**src/rtl/rth_pkg.sv**
```systemverilog
// Shared types and constants for the rectangle table hit test block.
`default_nettype none

package rth_pkg;

    localparam int MAX_RECTS  = 16;
    localparam int COORD_BITS = 12;
    localparam int IDX_W      = $clog2(MAX_RECTS);
    localparam int CNT_W      = $clog2(MAX_RECTS + 1);

    typedef logic [COORD_BITS-1:0] t_coord;

    typedef struct packed {
        t_coord left;
        t_coord top;
        t_coord width;
        t_coord height;
    } t_rect;

    typedef enum logic [1:0] {
        OP_APPEND = 2'd0,
        OP_MOVE   = 2'd1,
        OP_DELETE = 2'd2,
        OP_QUERY  = 2'd3
    } t_op;

    typedef enum logic [1:0] {
        ST_OK        = 2'd0,
        ST_FULL      = 2'd1,
        ST_BAD_INDEX = 2'd2
    } t_status;

    typedef struct packed {
        t_status            status;
        logic               found;
        logic [IDX_W-1:0]   hit;
        logic [CNT_W-1:0]   count;
    } t_result;

    typedef struct packed {
        logic               wr_en;
        logic [IDX_W-1:0]   wr_addr;
        t_rect              wr_data;
        logic [IDX_W-1:0]   rd_addr;
    } t_mem_req;

endpackage

`default_nettype wire

```
**src/rtl/rth_hit_cmp.sv**
```systemverilog
// Half-open containment test of one point against one rectangle.
`default_nettype none

module rth_hit_cmp (
    input  wire rth_pkg::t_rect  i_rect,
    input  wire rth_pkg::t_coord i_px,
    input  wire rth_pkg::t_coord i_py,
    output logic                 o_hit
);

    logic [rth_pkg::COORD_BITS:0] right_edge;
    logic [rth_pkg::COORD_BITS:0] bottom_edge;
    logic                         in_x;
    logic                         in_y;

    // Edges are one bit wider so a rectangle may reach past the coordinate range.
    assign right_edge  = {1'b0, i_rect.left} + {1'b0, i_rect.width};
    assign bottom_edge = {1'b0, i_rect.top}  + {1'b0, i_rect.height};
    assign in_x = (i_px >= i_rect.left) && ({1'b0, i_px} < right_edge);
    assign in_y = (i_py >= i_rect.top)  && ({1'b0, i_py} < bottom_edge);
    assign o_hit = in_x && in_y;

endmodule

`default_nettype wire

```
**src/rtl/rth_seq.sv**
```systemverilog
// Operation sequencer: read-modify-write, shift and scan passes over the rectangle store.
`default_nettype none

module rth_seq (
    input  wire logic                          i_clk,
    input  wire logic                          i_rst_n,
    input  wire logic                          i_valid,
    output logic                               o_stall,
    input  wire logic [1:0]                    i_op,
    input  wire logic [rth_pkg::IDX_W-1:0]     i_entry_index,
    input  wire rth_pkg::t_coord               i_pos_x,
    input  wire rth_pkg::t_coord               i_pos_y,
    input  wire rth_pkg::t_coord               i_size_w,
    input  wire rth_pkg::t_coord               i_size_h,
    output rth_pkg::t_mem_req                  o_mem_req,
    input  wire rth_pkg::t_rect                i_rd_data,
    output logic                               o_res_valid,
    output rth_pkg::t_result                   o_res,
    input  wire logic                          i_res_ready
);

    typedef enum logic [2:0] {
        S_IDLE,
        S_DECODE,
        S_MOVE_WR,
        S_SHIFT,
        S_SCAN,
        S_DONE
    } t_state;

    t_state                        r_state,  n_state;
    rth_pkg::t_op                  r_op,     n_op;
    logic [rth_pkg::IDX_W-1:0]     r_idx,    n_idx;
    rth_pkg::t_coord               r_px,     n_px;
    rth_pkg::t_coord               r_py,     n_py;
    rth_pkg::t_coord               r_sw,     n_sw;
    rth_pkg::t_coord               r_sh,     n_sh;
    logic [rth_pkg::CNT_W-1:0]     r_count,  n_count;
    logic [rth_pkg::IDX_W-1:0]     r_ptr,    n_ptr;
    rth_pkg::t_status              r_status, n_status;
    logic                          r_found,  n_found;
    logic [rth_pkg::IDX_W-1:0]     r_hit,    n_hit;

    logic [rth_pkg::CNT_W-1:0]     idx_ext;
    logic [rth_pkg::CNT_W-1:0]     ptr_ext;
    logic                          cmp_hit;

    rth_hit_cmp u_hit_cmp (
        .i_rect (i_rd_data),
        .i_px   (r_px),
        .i_py   (r_py),
        .o_hit  (cmp_hit)
    );

    assign idx_ext = {1'b0, r_idx};
    assign ptr_ext = {1'b0, r_ptr} + rth_pkg::CNT_W'(1);

    always_comb begin
        n_state  = r_state;
        n_op     = r_op;
        n_idx    = r_idx;
        n_px     = r_px;
        n_py     = r_py;
        n_sw     = r_sw;
        n_sh     = r_sh;
        n_count  = r_count;
        n_ptr    = r_ptr;
        n_status = r_status;
        n_found  = r_found;
        n_hit    = r_hit;

        o_mem_req.wr_en   = 1'b0;
        o_mem_req.wr_addr = r_idx;
        o_mem_req.wr_data = '{left: r_px, top: r_py, width: r_sw, height: r_sh};
        o_mem_req.rd_addr = r_ptr;

        case (r_state)
            S_IDLE: begin
                if (i_valid) begin
                    n_op    = rth_pkg::t_op'(i_op);
                    n_idx   = i_entry_index;
                    n_px    = i_pos_x;
                    n_py    = i_pos_y;
                    n_sw    = i_size_w;
                    n_sh    = i_size_h;
                    n_state = S_DECODE;
                end
            end
            S_DECODE: begin
                n_status = rth_pkg::ST_OK;
                n_found  = 1'b0;
                n_hit    = '0;
                n_state  = S_DONE;
                case (r_op)
                    rth_pkg::OP_APPEND: begin
                        if (r_count == rth_pkg::CNT_W'(rth_pkg::MAX_RECTS)) begin
                            n_status = rth_pkg::ST_FULL;
                        end else begin
                            o_mem_req.wr_en   = 1'b1;
                            o_mem_req.wr_addr = r_count[rth_pkg::IDX_W-1:0];
                            n_count           = r_count + rth_pkg::CNT_W'(1);
                        end
                    end
                    rth_pkg::OP_MOVE: begin
                        if (idx_ext >= r_count) begin
                            n_status = rth_pkg::ST_BAD_INDEX;
                        end else begin
                            o_mem_req.rd_addr = r_idx;
                            n_state           = S_MOVE_WR;
                        end
                    end
                    rth_pkg::OP_DELETE: begin
                        if (idx_ext >= r_count) begin
                            n_status = rth_pkg::ST_BAD_INDEX;
                        end else if (idx_ext + rth_pkg::CNT_W'(1) < r_count) begin
                            o_mem_req.rd_addr = r_idx + rth_pkg::IDX_W'(1);
                            n_ptr             = r_idx + rth_pkg::IDX_W'(1);
                            n_state           = S_SHIFT;
                        end else begin
                            n_count = r_count - rth_pkg::CNT_W'(1);
                        end
                    end
                    rth_pkg::OP_QUERY: begin
                        if (r_count != '0) begin
                            o_mem_req.rd_addr = '0;
                            n_ptr             = '0;
                            n_state           = S_SCAN;
                        end
                    end
                    default: ;
                endcase
            end
            S_MOVE_WR: begin
                // Keep width and height from the entry just read.
                o_mem_req.wr_en   = 1'b1;
                o_mem_req.wr_addr = r_idx;
                o_mem_req.wr_data = '{left: r_px, top: r_py,
                                      width: i_rd_data.width, height: i_rd_data.height};
                n_state           = S_DONE;
            end
            S_SHIFT: begin
                // Read data holds entry r_ptr; drop it one place down.
                o_mem_req.wr_en   = 1'b1;
                o_mem_req.wr_addr = r_ptr - rth_pkg::IDX_W'(1);
                o_mem_req.wr_data = i_rd_data;
                if (ptr_ext < r_count) begin
                    o_mem_req.rd_addr = ptr_ext[rth_pkg::IDX_W-1:0];
                    n_ptr             = ptr_ext[rth_pkg::IDX_W-1:0];
                end else begin
                    n_count = r_count - rth_pkg::CNT_W'(1);
                    n_state = S_DONE;
                end
            end
            S_SCAN: begin
                if (cmp_hit) begin
                    n_found = 1'b1;
                    n_hit   = r_ptr;
                    n_state = S_DONE;
                end else if (ptr_ext < r_count) begin
                    o_mem_req.rd_addr = ptr_ext[rth_pkg::IDX_W-1:0];
                    n_ptr             = ptr_ext[rth_pkg::IDX_W-1:0];
                end else begin
                    n_state = S_DONE;
                end
            end
            S_DONE: begin
                if (i_res_ready) begin
                    n_state = S_IDLE;
                end
            end
            default: begin
                n_state = S_IDLE;
            end
        endcase
    end

    always_ff @(posedge i_clk) begin
        if (!i_rst_n) begin
            r_state <= S_IDLE;
            r_count <= '0;
        end else begin
            r_state <= n_state;
            r_count <= n_count;
        end
        r_op     <= n_op;
        r_idx    <= n_idx;
        r_px     <= n_px;
        r_py     <= n_py;
        r_sw     <= n_sw;
        r_sh     <= n_sh;
        r_ptr    <= n_ptr;
        r_status <= n_status;
        r_found  <= n_found;
        r_hit    <= n_hit;
    end

    assign o_stall     = (r_state != S_IDLE);
    assign o_res_valid = (r_state == S_DONE);
    assign o_res       = '{status: r_status, found: r_found, hit: r_hit, count: r_count};

endmodule

`default_nettype wire

```
**config.mk**
```make
export PLATFORM = sky130hd
export DESIGN_NAME = rth_seq
export DESIGN_NICKNAME = d
export VERILOG_FILES = /design/src/rtl/rth_pkg.sv /design/src/rtl/rth_hit_cmp.sv /design/src/rtl/rth_seq.sv
export SDC_FILE = /design/constraint.sdc
export NUM_CORES = 1
export LEC_CHECK = 0
export BUFFER_PORTS_ARGS = -buffer_cell sky130_fd_sc_hd__buf_4
export CAP_MARGIN = 20
export CELL_PAD_IN_SITES_DETAIL_PLACEMENT = 0
export CELL_PAD_IN_SITES_GLOBAL_PLACEMENT = 2
export CORE_ASPECT_RATIO = 0.8
export CORE_MARGIN = 2
export CORE_UTILIZATION = 28
export DETAILED_ROUTE_END_ITERATION = 10
export PLACE_DENSITY_LB_ADDON = 0.1
export SKIP_LAST_GASP = 1
export SYNTH_ARGS = -nofsm -noshare
export SYNTH_HDL_FRONTEND = slang
export SYNTH_HIERARCHICAL = 1
export SYNTH_SLANG_ARGS = --single-unit
```
**constraint.sdc**
```tcl
create_clock -name i_clk -period 4.8 [get_ports i_clk]
set_input_delay 0.72 -clock i_clk [delete_from_list [all_inputs] [get_ports i_clk]]
set_output_delay 0.72 -clock i_clk [all_outputs]
set_load 0.1 [all_outputs]
```
==> metrics.txt <==
# TYPE chip_impl_metric gauge
chip_impl_metric{name="power-per-cell-area",unit="nW/um^2"} 427
chip_impl_info{name="min_to",value="r_count[4]"} 1
chip_impl_metric{name="reg2reg_slack",unit="ns"} 1.50
chip_impl_metric{name="route.detailed.wl_per_inst",unit="um"} 18.2
chip_impl_metric{name="final_layout_size_suffix_gt1_share",unit="%"} 33.7
chip_impl_metric{name="final.fill_count",unit=""} 2196
chip_impl_metric{name="max_stage_delay",unit="ns"} 0.36
chip_impl_metric{name="globalRouteOverflowTotal",unit=""} 0
chip_impl_metric{name="report.final.setup_viol",unit=""} 4
chip_impl_metric{name="worst-path-max-fanout",unit=""} 4
chip_impl_metric{name="placeableCoreArea",unit="um^2"} 21700
chip_impl_metric{name="number_of_max_cap_violations",unit=""} 0
chip_impl_info{name="start_to_end_type_of_the_worst_setup_path",value="in2out"} 1
chip_impl_info{name="tritoncts_clock_tree",value="done"} 1
chip_impl_info{name="status",value="finished, violations left"} 1
chip_impl_metric{name="ctsHoldBuffers",unit=""} 0
chip_impl_metric{name="io_pins",unit=""} 177
chip_impl_metric{name="worstHoldPathCells",unit=""} 2
chip_impl_metric{name="firstDrtPassIters",unit=""} 5
chip_impl_metric{name="postSynth.asyncResetShare",unit="%"} 0
chip_impl_metric{name="yosys_warnings",unit=""} 6
chip_impl_metric{name="yosysUniqueCellTypes",unit=""} 64
chip_impl_info{name="timing.critical_path.cells",value="buf_8, ha_4, inv_2, fa_2, nor2b_4, o31ai_4, a211oi_2, a21o_1, and4_1, nor3_2, ha_1, a2111oi_4, o211ai_1, a311oi_2, buf_4, inv_4, a22oi_2, a211oi_1, o21ai_4, buf_12"} 1
chip_impl_metric{name="worst_r2r_path_depth",unit=""} 13
chip_impl_info{name="root_buffer",value="clkbuf_16"} 1
chip_impl_metric{name="hpwl",unit="mm"} 16.9
chip_impl_metric{name="cts_buffer_depth",unit=""} 2
chip_impl_metric{name="synth_area_per_cell",unit="um^2"} 9.13
chip_impl_info{name="hold_path_startpoint",value="r_count[4]"} 1
chip_impl_info{name="timing.critical_path.to_type",value="output pin"} 1
chip_impl_metric{name="synthesis.instances",unit=""} 682
chip_impl_metric{name="die_height",unit="um"} 137
chip_impl_metric{name="fmaxAchievable",unit="MHz"} 196
chip_impl_metric{name="initial_core_util",unit="%"} 28.7
chip_impl_metric{name="final_hold_viols",unit=""} 0
chip_impl_metric{name="grt_overall_usage",unit="%"} 18.7
chip_impl_info{name="r2r_end",value="r_ptr[0]"} 1
chip_impl_metric{name="clock_tree.htree_level_count",unit=""} 3
chip_impl_metric{name="io_buffer_count",unit=""} 176
chip_impl_metric{name="viasPerCell",unit=""} 4.88
chip_impl_info{name="setup.worst_path.start",value="i_rd_data[12]"} 1
chip_impl_metric{name="cts_clock_pin_slew_for_the_worst_setup_and_hold_paths",unit="ns"} 0.07
chip_impl_metric{name="clock_sink_count",unit=""} 73
chip_impl_metric{name="numCtsBuffers",unit=""} 9
chip_impl_metric{name="layout.area.seq",unit="um^2"} 2110
chip_impl_metric{name="synthesis.nets",unit=""} 882
chip_impl_metric{name="synth_edf_count",unit=""} 65
chip_impl_metric{name="area_delta_synth_final",unit="%"} 40.3
chip_impl_info{name="violations",value="negative setup slack"} 1
chip_impl_metric{name="finalWirelength",unit="mm"} 22.0
chip_impl_metric{name="slew_viol_final",unit=""} 0
chip_impl_metric{name="syn-cell-area",unit="um^2"} 6220
chip_impl_metric{name="hold_ws",unit="ns"} 0.527
chip_impl_info{name="reg2reg_launch_point",value="r_ptr[0]"} 1
chip_impl_metric{name="ir_worst_vdd",unit="mV"} 0.190
chip_impl_metric{name="num_vias",unit=""} 5880
chip_impl_metric{name="detailedRoute.firstIterationViolations",unit=""} 352
chip_impl_metric{name="power.static_leakage",unit="nW"} 3.96
chip_impl_info{name="slowest_stage",value="fa_2"} 1
chip_impl_info{name="rsz0062_at_grt",value="yes"} 1
chip_impl_metric{name="die_area",unit="um^2"} 23400
chip_impl_metric{name="grt_antenna_before_repair",unit=""} 0
chip_impl_info{name="ys_flop_type",value="edfxtp_1"} 1
chip_impl_metric{name="finalWeightedCongestion",unit=""} 0.836
chip_impl_metric{name="layout_min_cycle_time",unit="ns"} 5.11
chip_impl_metric{name="postLayoutSetupSlackWorst",unit="ns"} -0.314
chip_impl_metric{name="multi_input_area",unit="um^2"} 4000
chip_impl_metric{name="tightestPinTransition",unit="ns"} 0.845
chip_impl_metric{name="drtAntennaViolNets",unit=""} 0
chip_impl_info{name="layout_common_cells",value="220 x buf_4, 114 x nand2_1, 89 x ha_1"} 1
chip_impl_metric{name="n_antenna_cell",unit=""} 0
chip_impl_metric{name="first_global_vias",unit=""} 5853
chip_impl_metric{name="post-place-ws",unit="ns"} -0.508
chip_impl_metric{name="grt_first_pass_wirelength",unit="mm"} 33.2
chip_impl_info{name="min-delay-path-class",value="reg2reg"} 1
chip_impl_metric{name="slew-limit-headroom",unit="%"} 43.7
chip_impl_info{name="crit_path_start_kind",value="input port"} 1
chip_impl_metric{name="finish.net_count",unit=""} 1101
chip_impl_metric{name="synth_seq_area_share",unit="%"} 33.9
chip_impl_metric{name="drt_drc_violations_left",unit=""} 0
chip_impl_metric{name="finalCritPeriodShare",unit="%"} 107
chip_impl_metric{name="worst_clock_skew",unit="ns"} 0.0145
chip_impl_metric{name="die_w",unit="um"} 171
chip_impl_metric{name="worst_skew_pair.late_latency",unit="ns"} 0.35
chip_impl_metric{name="row_count",unit=""} 48
chip_impl_metric{name="postLayoutCoreUtil",unit="%"} 40.3
chip_impl_metric{name="worst_ep_arrival_time",unit="ns"} 4.39
chip_impl_info{name="final_common_cell",value="buf_4"} 1
chip_impl_metric{name="ys_ff_latch",unit=""} 73
chip_impl_metric{name="data_required_time_at_the_worst_endpoint",unit="ns"} 4.08
chip_impl_metric{name="largest_net_degree_at_the_start_of_global_routing",unit=""} 32
worst max path at each step:
stage | slack [ns] | endpoint | depth (start not counted)
4_1_cts | -0.33 | o_mem_req[3] | 20
6_report | -0.31 | o_mem_req[3] | 20
5_1_grt | -0.50 | o_mem_req[3] | 20
3_5_place_dp | -0.51 | o_mem_req[3] | 20
3_3_place_gp | -0.44 | o_mem_req[0] | 23
2_1_floorplan | -0.33 | o_mem_req[1] | 20
through the flow:
stage / cells / total power (W) / area, um^2 / setup TNS (ns)
4_1_cts: 1203 / 0.00373 / 8660 / -1.19
5_1_grt: 1206 / 0.00392 / 8730 / -1.92
6_report: 1206 / 0.00372 / 8730 / -1.09
3_3_place_gp: 1183 / 0.00298 / 8270 / -1.63
3_5_place_dp: 1183 / 0.00298 / 8270 / -1.87
2_1_floorplan: 682 / 0.00241 / 6300 / -0.638
synthesized netlist by cell type (all sizes together), types with 5 or more instances:
library cell | n | area (um^2)
mux2 | 24 | 270
o21ai | 43 | 219
dfxtp | 8 | 160
ha | 92 | 1150
nor2b | 8 | 57.6
xor2 | 13 | 114
xnor2 | 10 | 87.6
nand2b | 6 | 37.5
nand3 | 8 | 40.0
nor3 | 12 | 65.1
and3 | 5 | 31.3
nor3b | 5 | 37.5
a31oi | 5 | 37.5
o21bai | 6 | 45.0
o31ai | 5 | 51.3
nand4 | 8 | 50.1
a211oi | 13 | 123
a21o | 10 | 75.1
nor2 | 39 | 146
inv | 58 | 218
edfxtp | 65 | 1950
o21a | 5 | 37.5
clkbuf | 14 | 52.6
nand2 | 114 | 428
a21oi | 46 | 230
a22oi | 9 | 67.6
flip-flops by register name (all words and copies together), names as in the netlist:
signal    cells
r_count       5
r_found       1
r_hit         4
r_idx         4
r_op          2
r_ptr         4
r_px         12
r_py         12
r_sh         12
r_state       3
r_status      2
r_sw         12
critical path: cells and delay by family:
kind	cells	cell delay (ns)
AOI/OAI and AO/OA	9	1.91
adders and majority gates	3	0.82
buffers and inverters	5	0.54
and+or+nand+nor	3	0.39
area by class of cell:
| cell class | instances | share of cell area, % |
|---|---|---|
| Clock inverter | 7 | 0.545 |
| Clock buffer | 9 | 2.58 |
| Multi-Input combinational cell | 533 | 45.8 |
| Tap cell | 300 | 4.30 |
| Sequential cell | 73 | 24.2 |
| Inverter | 58 | 2.52 |
| Timing Repair Buffer | 226 | 20.1 |
kinds of logic (layout without fill, tap and decap cells):
group                    after synthesis  after routing  synth area share [%]
AO/OA/AOI/OAI                        169            169                  18.2
XOR/XNOR                              23             23                  3.24
adder cells (fa/ha/maj)               94             94                  19.1
buffers and inverters                 76            300                  4.66
flip-flops                            73             73                  33.9
multiplexers                          28             28                  4.99
AND/OR/NAND/NOR                      219            219                  15.9
layer usage:
layer | vias to the layer above | share of wire, % | track usage, %
met4 | 2 | 0.77 | 3.56
met1 | 2732 | 49 | 27.2
met3 | 15 | 7.3 | 4.97
met5 | - | 0.26 | 1.96
li1 | 2922 | - | -
met2 | 209 | 42 | 27.6
where the power goes:
part | total, W | switching [W] | internal, W
Sequential | 0.000933 | 0.000107 | 0.000826
Combinational | 0.00213 | 0.00147 | 0.000662
Clock | 0.000657 | 0.000308 | 0.000350
what timing repair did:
action | in CTS | in global routing
buffers inserted | 4 | 3
pin swaps | 12 | 4
resized for setup | 22 | 9
endpoints found under the setup margin | 4 | 4
Note: power is estimated with default switching activity, not from simulation.
